==> config.mk <==
export PLATFORM = sky130hd
export DESIGN_NAME = rgb_led_pwm_bit_encoder
export DESIGN_NICKNAME = d
export VERILOG_FILES = /design/src/rtl/rgbpwm_pkg.sv /design/src/rtl/rgbpwm_cfg.sv /design/src/rtl/rgbpwm_front.sv /design/src/rtl/rgbpwm_queue.sv /design/src/rtl/rgbpwm_back.sv /design/src/rtl/rgb_led_pwm_bit_encoder.sv
export SDC_FILE = /design/constraint.sdc
export NUM_CORES = 1
export LEC_CHECK = 0
export ABC_AREA = 0
export BUFFER_PORTS_ARGS = -buffer_cell sky130_fd_sc_hd__buf_2
export CAP_MARGIN = 20
export CORE_ASPECT_RATIO = 1.1
export CORE_MARGIN = 1
export CORE_UTILIZATION = 57
export CTS_BUF_LIST = sky130_fd_sc_hd__clkbuf_16
export CTS_CLUSTER_SIZE = 8
export DETAILED_ROUTE_END_ITERATION = 8
export GPL_TIMING_DRIVEN = 0
export HOLD_SLACK_MARGIN = 0.15
export PLACE_DENSITY = 0.78
export SETUP_SLACK_MARGIN = 0.3
export SLEW_MARGIN = 10
export SYNTH_ARGS = -nofsm -noshare
export SYNTH_HDL_FRONTEND = slang
export SYNTH_HIERARCHICAL = 1
export SYNTH_SLANG_ARGS = --single-unit
==> constraint.sdc <==
create_clock -name clk -period 5.7 [get_ports clk]
set_clock_uncertainty 0.1 [all_clocks]
set_input_delay 1.425 -clock clk [delete_from_list [all_inputs] [get_ports clk]]
set_output_delay 1.425 -clock clk [all_outputs]
set_load 0.05 [all_outputs]
==> src/rtl/rgbpwm_pkg.sv <==
// ----------------------------------------------------------------------------
// rgbpwm_pkg
// Shared types, constants and the preset color table for the LED bit encoder.
// ----------------------------------------------------------------------------
package rgbpwm_pkg;

  localparam int unsigned MaxLeds    = 1024;
  localparam int unsigned BitsPerLed = 24;
  localparam int unsigned IdxW       = $clog2(MaxLeds);
  localparam int unsigned CountW     = IdxW + 1;
  localparam int unsigned BitCntW    = $clog2(BitsPerLed);
  localparam int unsigned AddrW      = 15;
  localparam int unsigned DutyW      = 16;
  localparam int unsigned LevelW     = 8;
  localparam int unsigned ColorW     = 3 * LevelW;

  localparam logic [DutyW-1:0]   PwmPeriodReset = 16'd90;
  localparam logic [CountW-1:0]  LedCountReset  = '0;
  localparam logic [BitCntW-1:0] LastBitPos     = BitCntW'(BitsPerLed - 1);

  // ceil(2^17 / 3): exact floor division by three for any value below 2^17
  localparam int unsigned       Recip3Shift = 17;
  localparam logic [16:0]       Recip3      = 17'd43691;

  localparam logic [LevelW-1:0] LevelFull   = 8'd255;
  localparam logic [LevelW-1:0] LevelOrange = 8'd80;
  localparam logic [LevelW-1:0] LevelYellow = 8'd180;
  localparam logic [LevelW-1:0] LevelOff    = 8'd0;

  typedef enum logic [0:0] {
    CMD_RAW    = 1'b0,
    CMD_PRESET = 1'b1
  } cmd_t;

  typedef enum logic [0:0] {
    REG_PWM_PERIOD = 1'b0,
    REG_LED_COUNT  = 1'b1
  } reg_idx_t;

  typedef enum logic [3:0] {
    PRESET_OFF     = 4'd0,
    PRESET_RED     = 4'd1,
    PRESET_ORANGE  = 4'd2,
    PRESET_YELLOW  = 4'd3,
    PRESET_GREEN   = 4'd4,
    PRESET_CYAN    = 4'd5,
    PRESET_BLUE    = 4'd6,
    PRESET_MAGENTA = 4'd7,
    PRESET_WHITE   = 4'd8
  } preset_t;

  typedef struct packed {
    logic [LevelW-1:0] red;
    logic [LevelW-1:0] green;
    logic [LevelW-1:0] blue;
  } rgb_t;

  typedef struct packed {
    logic [IdxW-1:0]   idx;
    logic [ColorW-1:0] grb;
  } entry_t;

  typedef struct packed {
    logic [DutyW-1:0] hi;
    logic [DutyW-1:0] lo;
  } duty_t;

  typedef struct packed {
    logic   valid;
    entry_t entry;
  } qhead_t;

  function automatic rgb_t preset_rgb(input logic [3:0] sel);
    rgb_t c;
    c = '{red: LevelOff, green: LevelOff, blue: LevelOff};
    case (sel)
      PRESET_RED:     c.red = LevelFull;
      PRESET_ORANGE:  begin
        c.red   = LevelFull;
        c.green = LevelOrange;
      end
      PRESET_YELLOW:  begin
        c.red   = LevelFull;
        c.green = LevelYellow;
      end
      PRESET_GREEN:   c.green = LevelFull;
      PRESET_CYAN:    begin
        c.green = LevelFull;
        c.blue  = LevelFull;
      end
      PRESET_BLUE:    c.blue = LevelFull;
      PRESET_MAGENTA: begin
        c.red  = LevelFull;
        c.blue = LevelFull;
      end
      PRESET_WHITE:   begin
        c.red   = LevelFull;
        c.green = LevelFull;
        c.blue  = LevelFull;
      end
      default: c = '{red: LevelOff, green: LevelOff, blue: LevelOff};
    endcase
    return c;
  endfunction

  function automatic logic [LevelW-1:0] scale_level(input logic [LevelW-1:0] level,
                                                    input logic [LevelW-1:0] bright);
    logic [2*LevelW-1:0] prod;
    prod = level * bright;
    return prod[2*LevelW-1:LevelW];
  endfunction

endpackage

==> src/rtl/rgbpwm_cfg.sv <==
// ----------------------------------------------------------------------------
// rgbpwm_cfg
// Configuration registers and the registered one/zero compare values.
// ----------------------------------------------------------------------------
module rgbpwm_cfg (
  input  logic                        clk,
  input  logic                        rst_n,
  input  logic                        cfg_valid,
  output logic                        cfg_ready,
  input  logic                        cfg_index,
  input  logic [15:0]                 cfg_data,
  output logic [rgbpwm_pkg::CountW-1:0] led_count,
  output rgbpwm_pkg::duty_t           duty
);
  import rgbpwm_pkg::*;

  logic [DutyW-1:0]  pwm_period_r, pwm_period_nxt;
  logic [CountW-1:0] led_count_r, led_count_nxt;
  duty_t             duty_r, duty_nxt;
  logic [16:0]       lo_num, hi_num;
  logic [33:0]       lo_prod, hi_prod;

  assign cfg_ready = 1'b1;

  always_comb begin
    pwm_period_nxt = pwm_period_r;
    led_count_nxt  = led_count_r;
    if (cfg_valid) begin
      case (reg_idx_t'(cfg_index))
        REG_PWM_PERIOD: pwm_period_nxt = cfg_data;
        REG_LED_COUNT:  led_count_nxt  = cfg_data[CountW-1:0];
        default: ;
      endcase
    end
    lo_num      = {1'b0, pwm_period_r};
    hi_num      = {pwm_period_r, 1'b0};
    lo_prod     = {17'b0, lo_num} * {17'b0, Recip3};
    hi_prod     = {17'b0, hi_num} * {17'b0, Recip3};
    duty_nxt.lo = lo_prod[Recip3Shift+DutyW-1:Recip3Shift];
    duty_nxt.hi = hi_prod[Recip3Shift+DutyW-1:Recip3Shift];
  end

  always_ff @(posedge clk) begin
    if (!rst_n) begin
      pwm_period_r <= PwmPeriodReset;
      led_count_r  <= LedCountReset;
    end else begin
      pwm_period_r <= pwm_period_nxt;
      led_count_r  <= led_count_nxt;
    end
  end

  always_ff @(posedge clk) begin
    duty_r <= duty_nxt;
  end

  assign led_count = (led_count_r > CountW'(MaxLeds)) ? CountW'(MaxLeds) : led_count_r;
  assign duty      = duty_r;

endmodule

==> src/rtl/rgbpwm_front.sv <==
// ----------------------------------------------------------------------------
// rgbpwm_front
// Accepts pixel writes, drops out-of-range ones, resolves and scales color.
// ----------------------------------------------------------------------------
module rgbpwm_front (
  input  logic                          clk,
  input  logic                          rst_n,
  input  logic                          in_valid,
  output logic                          in_stall,
  input  logic                          in_command,
  input  logic [rgbpwm_pkg::IdxW-1:0]   in_pixel_index,
  input  logic [rgbpwm_pkg::LevelW-1:0] in_red,
  input  logic [rgbpwm_pkg::LevelW-1:0] in_green,
  input  logic [rgbpwm_pkg::LevelW-1:0] in_blue,
  input  logic [3:0]                    in_preset_color,
  input  logic [rgbpwm_pkg::LevelW-1:0] in_brightness,
  input  logic [rgbpwm_pkg::CountW-1:0] led_count,
  input  logic                          q_full,
  output logic                          q_push,
  output rgbpwm_pkg::entry_t            q_wdata
);
  import rgbpwm_pkg::*;

  logic   f_valid_r, f_valid_nxt;
  entry_t f_entry_r, f_entry_nxt;
  logic   accept, in_range;
  rgb_t   src;

  assign in_stall = f_valid_r && q_full;
  assign accept   = in_valid && !in_stall;
  assign in_range = {1'b0, in_pixel_index} < led_count;
  assign q_push   = f_valid_r && !q_full;
  assign q_wdata  = f_entry_r;

  always_comb begin
    if (cmd_t'(in_command) == CMD_PRESET) begin
      src = preset_rgb(in_preset_color);
    end else begin
      src = '{red: in_red, green: in_green, blue: in_blue};
    end
    f_entry_nxt.idx = in_pixel_index;
    f_entry_nxt.grb = {scale_level(src.green, in_brightness),
                       scale_level(src.red, in_brightness),
                       scale_level(src.blue, in_brightness)};
    f_valid_nxt = f_valid_r;
    if (q_push) begin
      f_valid_nxt = 1'b0;
    end
    if (accept && in_range) begin
      f_valid_nxt = 1'b1;
    end
  end

  always_ff @(posedge clk) begin
    if (!rst_n) begin
      f_valid_r <= 1'b0;
    end else begin
      f_valid_r <= f_valid_nxt;
    end
  end

  always_ff @(posedge clk) begin
    if (accept) begin
      f_entry_r <= f_entry_nxt;
    end
  end

endmodule

==> src/rtl/rgbpwm_queue.sv <==
// ----------------------------------------------------------------------------
// rgbpwm_queue
// Two-entry queue of scaled pixels between the front and the bit serializer.
// ----------------------------------------------------------------------------
module rgbpwm_queue (
  input  logic               clk,
  input  logic               rst_n,
  input  logic               push,
  input  rgbpwm_pkg::entry_t wdata,
  output logic               full,
  input  logic               pop,
  output rgbpwm_pkg::qhead_t head
);
  import rgbpwm_pkg::*;

  entry_t     mem_r [2];
  logic       wr_ptr_r, wr_ptr_nxt;
  logic       rd_ptr_r, rd_ptr_nxt;
  logic [1:0] count_r, count_nxt;

  assign full       = count_r == 2'd2;
  assign head.valid = count_r != 2'd0;
  assign head.entry = mem_r[rd_ptr_r];

  always_comb begin
    wr_ptr_nxt = push ? ~wr_ptr_r : wr_ptr_r;
    rd_ptr_nxt = pop ? ~rd_ptr_r : rd_ptr_r;
    count_nxt  = count_r + {1'b0, push} - {1'b0, pop};
  end

  always_ff @(posedge clk) begin
    if (!rst_n) begin
      wr_ptr_r <= 1'b0;
      rd_ptr_r <= 1'b0;
      count_r  <= 2'd0;
    end else begin
      wr_ptr_r <= wr_ptr_nxt;
      rd_ptr_r <= rd_ptr_nxt;
      count_r  <= count_nxt;
    end
  end

  always_ff @(posedge clk) begin
    if (push) begin
      mem_r[wr_ptr_r] <= wdata;
    end
  end

endmodule

==> src/rtl/rgbpwm_back.sv <==
// ----------------------------------------------------------------------------
// rgbpwm_back
// Shifts out the 24 color bits of one pixel as compare values, MSB first.
// ----------------------------------------------------------------------------
module rgbpwm_back (
  input  logic                         clk,
  input  logic                         rst_n,
  input  rgbpwm_pkg::qhead_t           head,
  output logic                         pop,
  input  rgbpwm_pkg::duty_t            duty,
  output logic                         out_valid,
  input  logic                         out_stall,
  output logic [rgbpwm_pkg::AddrW-1:0] out_buffer_address,
  output logic [rgbpwm_pkg::DutyW-1:0] out_duty_value,
  output logic                         out_last_bit
);
  import rgbpwm_pkg::*;

  logic               busy_r, busy_nxt;
  logic [ColorW-1:0]  grb_r, grb_nxt;
  logic [BitCntW-1:0] bit_r, bit_nxt;
  logic [AddrW-1:0]   addr_r, addr_nxt;
  logic               ovalid_r, ovalid_nxt;
  logic [AddrW-1:0]   oaddr_r, oaddr_nxt;
  logic [DutyW-1:0]   oduty_r, oduty_nxt;
  logic               olast_r, olast_nxt;
  logic               emit, is_last;
  logic [AddrW-1:0]   base;

  assign is_last = bit_r == LastBitPos;
  assign emit    = busy_r && (!ovalid_r || !out_stall);
  assign pop     = head.valid && (!busy_r || (emit && is_last));
  assign base    = (AddrW'(head.entry.idx) << 4) + (AddrW'(head.entry.idx) << 3);

  always_comb begin
    busy_nxt   = busy_r;
    grb_nxt    = grb_r;
    bit_nxt    = bit_r;
    addr_nxt   = addr_r;
    ovalid_nxt = ovalid_r && out_stall;
    oaddr_nxt  = oaddr_r;
    oduty_nxt  = oduty_r;
    olast_nxt  = olast_r;
    if (emit) begin
      ovalid_nxt = 1'b1;
      oaddr_nxt  = addr_r;
      oduty_nxt  = grb_r[ColorW-1] ? duty.hi : duty.lo;
      olast_nxt  = is_last;
      grb_nxt    = {grb_r[ColorW-2:0], 1'b0};
      bit_nxt    = bit_r + 1'b1;
      addr_nxt   = addr_r + 1'b1;
      if (is_last) begin
        busy_nxt = 1'b0;
      end
    end
    if (pop) begin
      busy_nxt = 1'b1;
      grb_nxt  = head.entry.grb;
      bit_nxt  = '0;
      addr_nxt = base;
    end
  end

  always_ff @(posedge clk) begin
    if (!rst_n) begin
      busy_r   <= 1'b0;
      ovalid_r <= 1'b0;
    end else begin
      busy_r   <= busy_nxt;
      ovalid_r <= ovalid_nxt;
    end
  end

  always_ff @(posedge clk) begin
    grb_r   <= grb_nxt;
    bit_r   <= bit_nxt;
    addr_r  <= addr_nxt;
    oaddr_r <= oaddr_nxt;
    oduty_r <= oduty_nxt;
    olast_r <= olast_nxt;
  end

  assign out_valid          = ovalid_r;
  assign out_buffer_address = oaddr_r;
  assign out_duty_value     = oduty_r;
  assign out_last_bit       = olast_r;

endmodule

==> src/rtl/rgb_led_pwm_bit_encoder.sv <==
// ----------------------------------------------------------------------------
// rgb_led_pwm_bit_encoder
// GRB LED pixel writes in, one PWM compare value and buffer slot per bit out.
// ----------------------------------------------------------------------------
// Each accepted pixel write whose index is below led_count produces 24
// results, one per cycle while out_stall is low, green MSB first; writes at
// or beyond led_count are accepted and dropped. The single-bit serializer
// in the back end sets the throughput. A write passes the front register,
// queue and serializer before its first result is registered at the output.
// A two-entry queue holds scaled pixels, so the input keeps taking writes
// while a pixel is shifted out, until queue and front register are full.
// Compare values: floor(period/3) for a zero, floor(2*period/3) for a one.
module rgb_led_pwm_bit_encoder (
  input  logic                          clk,
  input  logic                          rst_n,
  input  logic                          cfg_valid,
  output logic                          cfg_ready,
  input  logic                          cfg_index,
  input  logic [15:0]                   cfg_data,
  input  logic                          in_valid,
  output logic                          in_stall,
  input  logic                          in_command,
  input  logic [rgbpwm_pkg::IdxW-1:0]   in_pixel_index,
  input  logic [rgbpwm_pkg::LevelW-1:0] in_red,
  input  logic [rgbpwm_pkg::LevelW-1:0] in_green,
  input  logic [rgbpwm_pkg::LevelW-1:0] in_blue,
  input  logic [3:0]                    in_preset_color,
  input  logic [rgbpwm_pkg::LevelW-1:0] in_brightness,
  output logic                          out_valid,
  input  logic                          out_stall,
  output logic [rgbpwm_pkg::AddrW-1:0]  out_buffer_address,
  output logic [rgbpwm_pkg::DutyW-1:0]  out_duty_value,
  output logic                          out_last_bit
);
  import rgbpwm_pkg::*;

  logic [CountW-1:0] led_count;
  duty_t             duty;
  logic              q_full, q_push, q_pop;
  entry_t            q_wdata;
  qhead_t            q_head;

  rgbpwm_cfg u_cfg (
    .clk       (clk),
    .rst_n     (rst_n),
    .cfg_valid (cfg_valid),
    .cfg_ready (cfg_ready),
    .cfg_index (cfg_index),
    .cfg_data  (cfg_data),
    .led_count (led_count),
    .duty      (duty)
  );

  rgbpwm_front u_front (
    .clk             (clk),
    .rst_n           (rst_n),
    .in_valid        (in_valid),
    .in_stall        (in_stall),
    .in_command      (in_command),
    .in_pixel_index  (in_pixel_index),
    .in_red          (in_red),
    .in_green        (in_green),
    .in_blue         (in_blue),
    .in_preset_color (in_preset_color),
    .in_brightness   (in_brightness),
    .led_count       (led_count),
    .q_full          (q_full),
    .q_push          (q_push),
    .q_wdata         (q_wdata)
  );

  rgbpwm_queue u_queue (
    .clk   (clk),
    .rst_n (rst_n),
    .push  (q_push),
    .wdata (q_wdata),
    .full  (q_full),
    .pop   (q_pop),
    .head  (q_head)
  );

  rgbpwm_back u_back (
    .clk                (clk),
    .rst_n              (rst_n),
    .head               (q_head),
    .pop                (q_pop),
    .duty               (duty),
    .out_valid          (out_valid),
    .out_stall          (out_stall),
    .out_buffer_address (out_buffer_address),
    .out_duty_value     (out_duty_value),
    .out_last_bit       (out_last_bit)
  );

endmodule
After elaboration in Yosys (flattened, before gate mapping)
Memories as Yosys holds them, arrays and structs flattened. A register that Yosys moved wholly into a read port is not among the register bits.
Cells that the tools add are included.
Word-level totals
  output and inout bits: 35
  logic and storage cells: 90
  input bits: 69
  flip-flop bits (word level): 175
  bits in writable memories: 68
  memories kept: 1
Operators by class
  $lt $le $gt $ge: 2
  equality and inequality tests: 10
  multipliers: 5
  $add $sub $neg: 5
  multiplexer cells: 20
  reduce and logical (&&, ||, !) cells: 25
  bitwise gates (word level): 3
Memories
  u_queue.mem_r: words 2, width 34, rd ports 1, clocked after Yosys merged registers in 1, wr ports 1, RTL line rgbpwm_queue.sv:16  | entry_t mem_r [2];
Operators with widths (count)
  24-bit two-way mux: 3
  16-bit by 16-bit multiplier with 32-bit output, second input constant: 2
  8-bit by 8-bit multiplier with 16-bit output: 3
  15-bit two-way mux: 3
  8-bit case mux with 3 select lines: 1
  4-bit by 3-bit == test with 1-bit output, second input constant: 4
  8-bit two-way mux: 2
  14-bit by 13-bit adder with 15-bit output: 1
  15-bit by 1-bit adder with 15-bit output, second input constant: 1
  11-bit > comparator, second input constant: 1
  10-bit by 11-bit < comparator with 1-bit output: 1
  11-bit two-way mux: 1
  1-bit two-way mux: 10
  4-bit by 2-bit == test with 1-bit output, second input constant: 2
  1-bit logical AND: 8
  2-bit nonzero test: 4
  2-bit AND reduction: 3
  5-bit by 1-bit adder with 5-bit output, second input constant: 1
  5-bit == test, second input constant: 1
  1-bit logical NOT: 5
  5-bit OR reduction: 1
  4-bit by 1-bit == test with 1-bit output, second input constant: 1
  4-bit == test, second input constant: 1
  4-bit OR reduction: 1
  other kinds (6): 9

Longest topological paths before layout
Gate-level depths: netlist (run 1).
  depth in word-level cells: 8
  mapped depth: 21
  gate-level depth less buffers: 21

By module
The synthesis (run 1) kept the hierarchy.
By module, submodules not included
  rgbpwm_front: cells each 796, area an instance 7360.8 um^2, times used 1, sequential area each 1041.0 um^2
  rgbpwm_cfg: cells each 723, area an instance 6436.2 um^2, times used 1, sequential area each 860.8 um^2
  rgbpwm_back: cells each 320, area an instance 3706.1 um^2, times used 1, sequential area each 2272.2 um^2
  rgbpwm_queue: cells each 127, area an instance 2836.5 um^2, times used 1, sequential area each 2142.1 um^2

Worst setup path after synthesis (run 1)
OpenSTA, ideal clock, no wires.
  path type: input port to flip-flop
  from: input port in_preset_color[2]
  to: register u_front.f_entry_r, in the netlist u_front/q_wdata[7], data pin
  cell stages on the path: 17
  required time: 5340 ps
  arrival: 5813 ps
  library setup time: 260 ps
  path slack: -473 ps
  cell sequence: or4b_4 o211ai_4 o21a_1 nand2_1 fa_1 fa_1 fa_1 fa_1 inv_1 ha_1 a21oi_1 o21ai_0 a221o_1 a31o_1 a21o_1 a21oi_2 xnor2_1
RTL lines
  start, declared: RTL line rgb_led_pwm_bit_encoder.sv:27  | input logic [3:0] in_preset_color,
  end signal, assigned: RTL line rgbpwm_front.sv:64  | f_entry_r <= f_entry_nxt;
  end, declared: RTL line rgbpwm_front.sv:25  | entry_t f_entry_r, f_entry_nxt;

==> results of run 1 <==
==> critical path: stages <==
cell	delay (ns)
buf_12	0.10
or4b_4	0.60
o211ai_4	0.17
o21a_4	0.24
buf_6	0.12
and2_4	0.13
fa_2	0.19
inv_2	0.04
fa_1	0.47
fa_1	0.55
inv_1	0.05
fa_1	0.49
ha_4	0.30
nand4b_1	0.09
nor4_1	0.37
a221o_2	0.32
buf_6	0.13
a31oi_4	0.08
buf_6	0.13
buf_6	0.11
xnor2_2	0.12
==> power groups by stage <==
stage / combinational, uW / clock (uW) / sequential (uW)
detailed placement: 5450 / 0 / 2810
floorplan: 3910 / 0 / 3050
global placement: 5250 / 0 / 2800
finish: 6610 / 1800 / 2780
global route: 7250 / 1900 / 2830
CTS: 6010 / 1830 / 2790
==> timing repair <==
action	4_1_cts	5_1_grt
resized for setup	116	109
setup endpoints to repair	38	35
buffers inserted	32	32
pin swaps	27	62
gates cloned	1	0
==> layout make-up <==
type | count | share of cell area
Buffer | 67 | 0.0174
Clock buffer | 35 | 0.0362
Clock inverter | 25 | 0.00408
Inverter | 348 | 0.0540
Multi-Input combinational cell | 1323 | 0.554
Sequential cell | 229 | 0.263
Tap cell | 444 | 0.0230
Timing Repair Buffer | 170 | 0.0487
==> path summary, 6_finish.rpt <==
| check | startpoint | endpoint | cells past startpoint |
|---|---|---|---|
| max | in_preset_color[0] | u_front/q_wdata[3] | 21 |
| min | u_front/q_wdata[31] | u_queue/mem_r[0][31] | 0 |
| max reg2reg | u_cfg/pwm_period_r[4] | u_cfg/duty[29] | 19 |
| min reg2reg | u_front/q_wdata[31] | u_queue/mem_r[0][31] | 0 |
==> per-layer routing <==
metal / GRT usage / part of all wire / up-vias / wire, um
met5: 0 / 0 / - / 0
met4: 0.0870 / 0.026 / 0 / 1180
met3: 0.0304 / 0.046 / 78 / 2120
met2: 0.442 / 0.50 / 410 / 22800
met1: 0.330 / 0.43 / 7018 / 19800
li1: - / - / 6816 / -
==> cells in the final DEF (no fill, tap or decap), types with 18 or more instances in the layout <==
cell         n
inv_1      351
ha_1       224
nand2_1    214
fa_1       174
edfxtp_1   173
and2_1     113
buf_2      101
buf_4       69
nor2_1      52
dfxtp_1     43
a21oi_1     39
clkbuf_16   35
nor2b_1     35
clkbuf_1    35
xnor2_1     35
mux2_4      30
xor2_1      28
a21o_1      26
a21boi_0    26
o21ai_0     23
mux2_2      20
inv_2       19
ha_4        19
buf_6       18
==> cells by family after synthesis <==
logic type / count (synthesis)
mux: 52
flops: 229
simple gates: 541
fa+ha+maj: 435
xor+xnor: 72
other cells: 2
compound gates: 220
buf+inv: 415
==> synth_stat cells, types with 8 or more instances <==
library cell | number | area share
inv_1 | 347 | 0.064
ha_1 | 251 | 0.15
nand2_1 | 224 | 0.041
fa_1 | 184 | 0.18
edfxtp_1 | 173 | 0.26
and2_1 | 124 | 0.038
nor2_1 | 70 | 0.013
a21oi_1 | 59 | 0.015
dfxtp_1 | 56 | 0.055
clkbuf_1 | 41 | 0.0076
nor2b_1 | 41 | 0.013
xnor2_1 | 39 | 0.017
xor2_1 | 32 | 0.014
mux2_4 | 30 | 0.022
o21ai_0 | 28 | 0.0069
a21boi_0 | 27 | 0.010
a21o_1 | 26 | 0.0096
mux2_2 | 20 | 0.011
buf_4 | 17 | 0.0063
nand3_1 | 16 | 0.0039
o21a_1 | 13 | 0.0048
nand4_1 | 12 | 0.0037
a211oi_1 | 10 | 0.0037
and3_1 | 10 | 0.0031
nor4_1 | 8 | 0.0025
==> state kept, by name, summed over array words and instances (netlist names), named ones only <==
register,count
u_cfg/led_count_r,11
u_back/bit_r,5
u_queue/wr_ptr_r,1
u_back/out_valid,1
u_queue/count_r,2
u_back/busy_r,1
u_front/q_wdata,34
u_back/grb_r,24
u_back/out_duty_value,16
u_queue/rd_ptr_r,1
u_cfg/duty,16
u_front/f_valid_r,1
u_queue/mem_r,68
u_back/addr_r,15
u_back/out_last_bit,1
u_back/out_buffer_address,15
u_cfg/pwm_period_r,16
==> per-stage QoR <==
step / TNS (ns) / cells
after floorplan: -2.09 / 1966
after global placement: -15.96 / 2512
after detailed placement: -17.23 / 2516
after CTS: -1.10 / 2609
after global routing: -5.30 / 2641
final: -3.08 / 2641
==> results.md, run 1 <==
- Final GP Congestion: 0.962
- Tightest Pin Transition: 0.836 ns
- IO Pins: 104
- Post-Synth Adder-Cell Area: 0.336
- Yosys cell types: 75
- Clk pwr share: 0.161
- Comb power frac: 0.591
- Number of synthesized flops with an enable pin: 173
- PwrDens: 462 nW/um^2
- Hpwl dp: 34,500 um
- Hold Path Class: flop to flop
- Synth Area in XOR/XNOR: 0.0317
- Relative slew slack: 0.443
- Leak Pwr: 0.0114 uW
- Layout cells sized above 1: 0.224
- Layout Nets: 2,677
- Seq/Total Area, Yosys: 0.311
- Initial antenna violation count: 0
- Asr flop ratio synth: 0
- Final core occ: 0.689
- Synthesis warning total: 6
- Sw power: 4720 uW
- Post-Syn Area: 20,300 sq um
- # DRC: 0
- Final wirelength: 46,000 um
- Die height: 200 um
- Antenna diodes: 0
- CTS tree: yes
- Status: finished, violations left
- Final Cycle Share: 1.07
- Crit end category: flop
- Ys flop type: edfxtp_1
- Internal power: 6470 uW
- H-tree Lvls: 2
- Peak VDD IR: 0.294 mV
- Initial Util: 0.579
- RSZ-0062 raised after global routing: yes
- Register area: 6360 sq um
- Switch share: 0.422
- Vias: 14,322
- Final Cell Area: 24,200 sq um
- Max-slew violations: 0
- Synth Instances: 1,966
- Port Buffers: 102
- 1st-iter DRT viols: 788
- Synth Area in Compound Gates: 0.0735
- Min Tclk post-route: 6.08 ns
- Worst-Skew Late Latency: 0.51 ns
- Final Hold Vio Count: 0
- Largest net degree at the start of global routing: 35
- Area of the multi-input gates: 13,400 sq um
- Syn_nets: 2,470
- First-pass GRT wire length: 73,900 um
- Kind of critical path: input port to flop
- Via density: 5.42
- Clock slew at reported path FFs: 0.05 ns
- Clock root buffer: clkbuf_16
- Pwr Total: 11,200 uW
- CP Launch Type: input port
- Maximum clock insertion buffer count: 3
- Crit path arrival time: 6.22 ns
- CP Data Required Time: 5.84 ns
- Max-cap violations: 0
- Die area: 36,400 sq um
- Post-DR wirelength/cell: 17.4 um
- GRT Resource Usage Total: 0.255
- Core box area: 35,100 sq um
- Drt first pass iters: 8
- Worst slack, placed: -0.920 ns
- Antenna-violating nets left: 0
- Total gr overflow: 0
- Final WS setup: -0.375 ns
- Vias in the first global route: 14,940
- Post-placement cell area: 21,800 sq um
- Chip width: 182 um
- Main combinational cell family by area after synthesis: adder cells
- Clock sink count: 229
- Setup slack, reg-to-reg: 0.34 ns
- # fillers: 2,504
- Mux share of post-synthesis cell area: 0.0342
- Total CTS buffers: 34
- FF+latch count, synth: 229
- Final number of setup-violating endpoints: 15
- Hold slack: 0.342 ns
- Fmax: 165 MHz
- Num rows: 72
- Hold Buf Count CTS: 0
- Synthesis-to-layout area growth: 19.0%
- Syn_area_per_cell: 10.3 sq um
- Synth Area in Simple Gates: 0.131
- Failing checks: setup timing
- Flop pwr share: 0.249
- CP max FO: 6
Note: power is estimated with default switching activity, not from simulation.
==> inputs of run 2 (changes only) <==
--- a/config.mk
+++ b/config.mk
@@ -8,15 +8,17 @@
 export ABC_AREA = 0
 export BUFFER_PORTS_ARGS = -buffer_cell sky130_fd_sc_hd__buf_2
 export CAP_MARGIN = 20
+export CELL_PAD_IN_SITES_DETAIL_PLACEMENT = 1
+export CELL_PAD_IN_SITES_GLOBAL_PLACEMENT = 2
 export CORE_ASPECT_RATIO = 1.1
 export CORE_MARGIN = 1
-export CORE_UTILIZATION = 57
+export CORE_UTILIZATION = 38
 export CTS_BUF_LIST = sky130_fd_sc_hd__clkbuf_16
 export CTS_CLUSTER_SIZE = 8
 export DETAILED_ROUTE_END_ITERATION = 8
 export GPL_TIMING_DRIVEN = 0
 export HOLD_SLACK_MARGIN = 0.15
-export PLACE_DENSITY = 0.78
+export PLACE_DENSITY_LB_ADDON = 0.1
 export SETUP_SLACK_MARGIN = 0.3
 export SLEW_MARGIN = 10
 export SYNTH_ARGS = -nofsm -noshare
==> results.md, run 2 (synthesis results as in run 1) <==
- Status: finished, violations left (unchanged)
- Failing checks: setup timing (unchanged)
- Most common cell after layout, fill and taps aside: inv_1 (unchanged)
- IO Pins: 104 (unchanged)
- Tightest Pin Transition: 0.851 ns (was 0.836 ns)
- 1st-iter DRT viols: 370 (was 788)
- Die area: 54,500 sq um (was 36,400 sq um)
- CTS tree: yes (unchanged)
- Number of flip-flops in the largest register: 68 (unchanged)
- M1 GR Usage: 0.221 (was 0.330)
- Hold Buf Count CTS: 0 (unchanged)
- Routing usage on met3: 0.0187 (was 0.0304)
- Synthesis-to-layout area growth: 21.5% (was 19.0%)
- Max-slew violations: 0 (unchanged)
- Final Cycle Share: 1.04 (was 1.07)
- Clock slew at reported path FFs: 0.05 ns (about the same)
- Met2 Use GR: 0.366 (was 0.442)
- # fillers: 5,855 (was 2,504)
- Peak VDD IR: 0.221 mV (was 0.294 mV)
- Final Hold Vio Count: 0 (unchanged)
- Vias in the first global route: 15,796 (was 14,940)
- Min Tclk post-route: 5.92 ns (was 6.08 ns)
- Initial antenna violation count: 0 (unchanged)
- Final wirelength: 50,800 um (was 46,000 um)
- Total gr overflow: 0 (unchanged)
- Initial Util: 0.386 (was 0.579)
- Maximum clock insertion buffer count: 3 (unchanged)
- H-tree Lvls: 2 (unchanged)
- Port Buffers: 102 (unchanged)
- Hpwl dp: 40,600 um (was 34,500 um)
- Clock root buffer: clkbuf_16 (unchanged)
- Final core occ: 0.470 (was 0.689)
- Top Usage Layer GRT: met2 (unchanged)
- First-pass GRT wire length: 82,100 um (was 73,900 um)
- Layout cells sized above 1: 0.232 (was 0.224)
- Hold Path Class: flop to flop (unchanged)
- Post-DR wirelength/cell: 17.6 um (was 17.4 um)
- Final number of setup-violating endpoints: 18 (was 15)
- Relative slew slack: 0.433 (was 0.443)
- Crit path arrival time: 6.07 ns (was 6.22 ns)
- Via density: 4.87 (was 5.42)
- Core box area: 52,600 sq um (was 35,100 sq um)
- TNS Setup: -1.67 ns (was -3.08 ns)
- Antenna-violating nets left: 0 (unchanged)
- Post-placement cell area: 22,100 sq um (was 21,800 sq um)
- Final Cell Area: 24,700 sq um (was 24,200 sq um)
- # DRC: 0 (unchanged)
- Hold slack: 0.330 ns (was 0.342 ns)
- Layout Nets: 2,684 (was 2,677)
- GRT Resource Usage Total: 0.190 (was 0.255)
- PwrDens: 453 nW/um^2 (was 462 nW/um^2)
- Max-cap violations: 0 (unchanged)
- Fmax: 169 MHz (was 165 MHz)
- Worst-Skew Late Latency: 0.51 ns (about the same)
- Die height: 245 um (was 200 um)
- CP Launch Type: input port (unchanged)
- Drt first pass iters: 4 (was 8)
- Area of the multi-input gates: 13,500 sq um (was 13,400 sq um)
- Chip width: 223 um (was 182 um)
- Clock sink count: 229 (unchanged)
- Num rows: 88 (was 72)
- Total CTS buffers: 34 (unchanged)
- Kind of critical path: input port to flop (unchanged)
- Final GP Congestion: 0.832 (was 0.962)
- Leak Pwr: 0.0115 uW (was 0.0114 uW)
- CP Data Required Time: 5.85 ns (was 5.84 ns)
- RSZ-0062 raised after global routing: yes (unchanged)
- Register area: 6360 sq um (unchanged)
- Vias: 14,035 (was 14,322)
- Commonest cells after routing, fill and taps aside: inv_1 (359), ha_1 (217), nand2_1 (216) (was inv_1 (351), ha_1 (224), nand2_1 (214))
- Final WS setup: -0.215 ns (was -0.375 ns)
- Top reg by flops: u_queue/mem_r (unchanged)
- CP max FO: 7 (was 6)
- Largest net degree at the start of global routing: 35 (unchanged)
- Crit end category: flop (unchanged)
[run 2: cell count changes in the layout (fill, tap and decap cells not counted), sizes merged]
cell / delta
inv: +1
diode: +1
clkinv: +1
buf: +7
[run 2: what timing repair did]
| action | 4_1_cts | 5_1_grt |
|---|---|---|
| setup endpoints to repair | 38 | 34 |
| gates resized for setup | 149 | 88 |
| setup buffers | 43 | 28 |
| cloned | 1 | 0 |
| pin swaps | 64 | 70 |
[run 2: worst max-delay path, cell delays in order]
cell and delay (ns):
buf_12 0.11, or4b_4 0.58, o211ai_4 0.16, o21a_4 0.24, nand2_2 0.07, fa_1 0.55, inv_1 0.04, ha_1 0.27
inv_1 0.05, fa_1 0.48, inv_1 0.05, fa_1 0.56, ha_4 0.22, nand4b_1 0.10, nor4_2 0.05, a221o_2 0.43
buf_4 0.17, a21oi_4 0.17, o21bai_4 0.09, a21oi_2 0.16, xnor2_1 0.09
[run 2: final cells by class]
class	count	area share
flip-flops and latches	229	0.257
inverters	348	0.0528
clock inverters	27	0.00511
repair buffers	177	0.0514
plain buffers	67	0.0175
well taps	675	0.0342
clock buffers	35	0.0354
diodes	1	0.000101
multi-input cells	1323	0.546
[run 2: power breakdown]
group | internal, uW | switching [uW] | leakage, uW
clock | 1100 | 726 | 0.000578
sequential | 2560 | 216 | 0.00210
combinational | 2850 | 3740 | 0.00880
total | 6520 | 4680 | 0.0115
[run 2: path summary, 6_finish.rpt]
check                                           start                   to  slack, ns  depth (start not counted)
worst min-delay path               u_front/q_wdata[1]  u_queue/mem_r[1][1]       0.33                          0
worst max-delay path               in_preset_color[0]   u_front/q_wdata[2]      -0.22                         21
worst max register to register  u_cfg/pwm_period_r[9]       u_cfg/duty[25]       0.50                         18
worst min register to register     u_front/q_wdata[1]  u_queue/mem_r[1][1]       0.33                          0
[run 2: layer usage]
layer | part of all wire | up-vias
met1 | 0.42 | 6981
met2 | 0.54 | 169
met5 | 0 | -
met3 | 0.021 | 66
met4 | 0.022 | 0
li1 | - | 6819
[run 2: per-stage QoR]
| stage | std cells | power [uW] | setup slack [ns] |
|---|---|---|---|
| after CTS | 2853 | 10900 | -0.232 |
| after global placement | 2743 | 8290 | -1.02 |
| after global routing | 2881 | 12200 | -0.307 |
| final | 2882 | 11200 | -0.215 |
| after floorplan | 1966 | 6960 | -0.381 |
| after detailed placement | 2747 | 8440 | -1.06 |
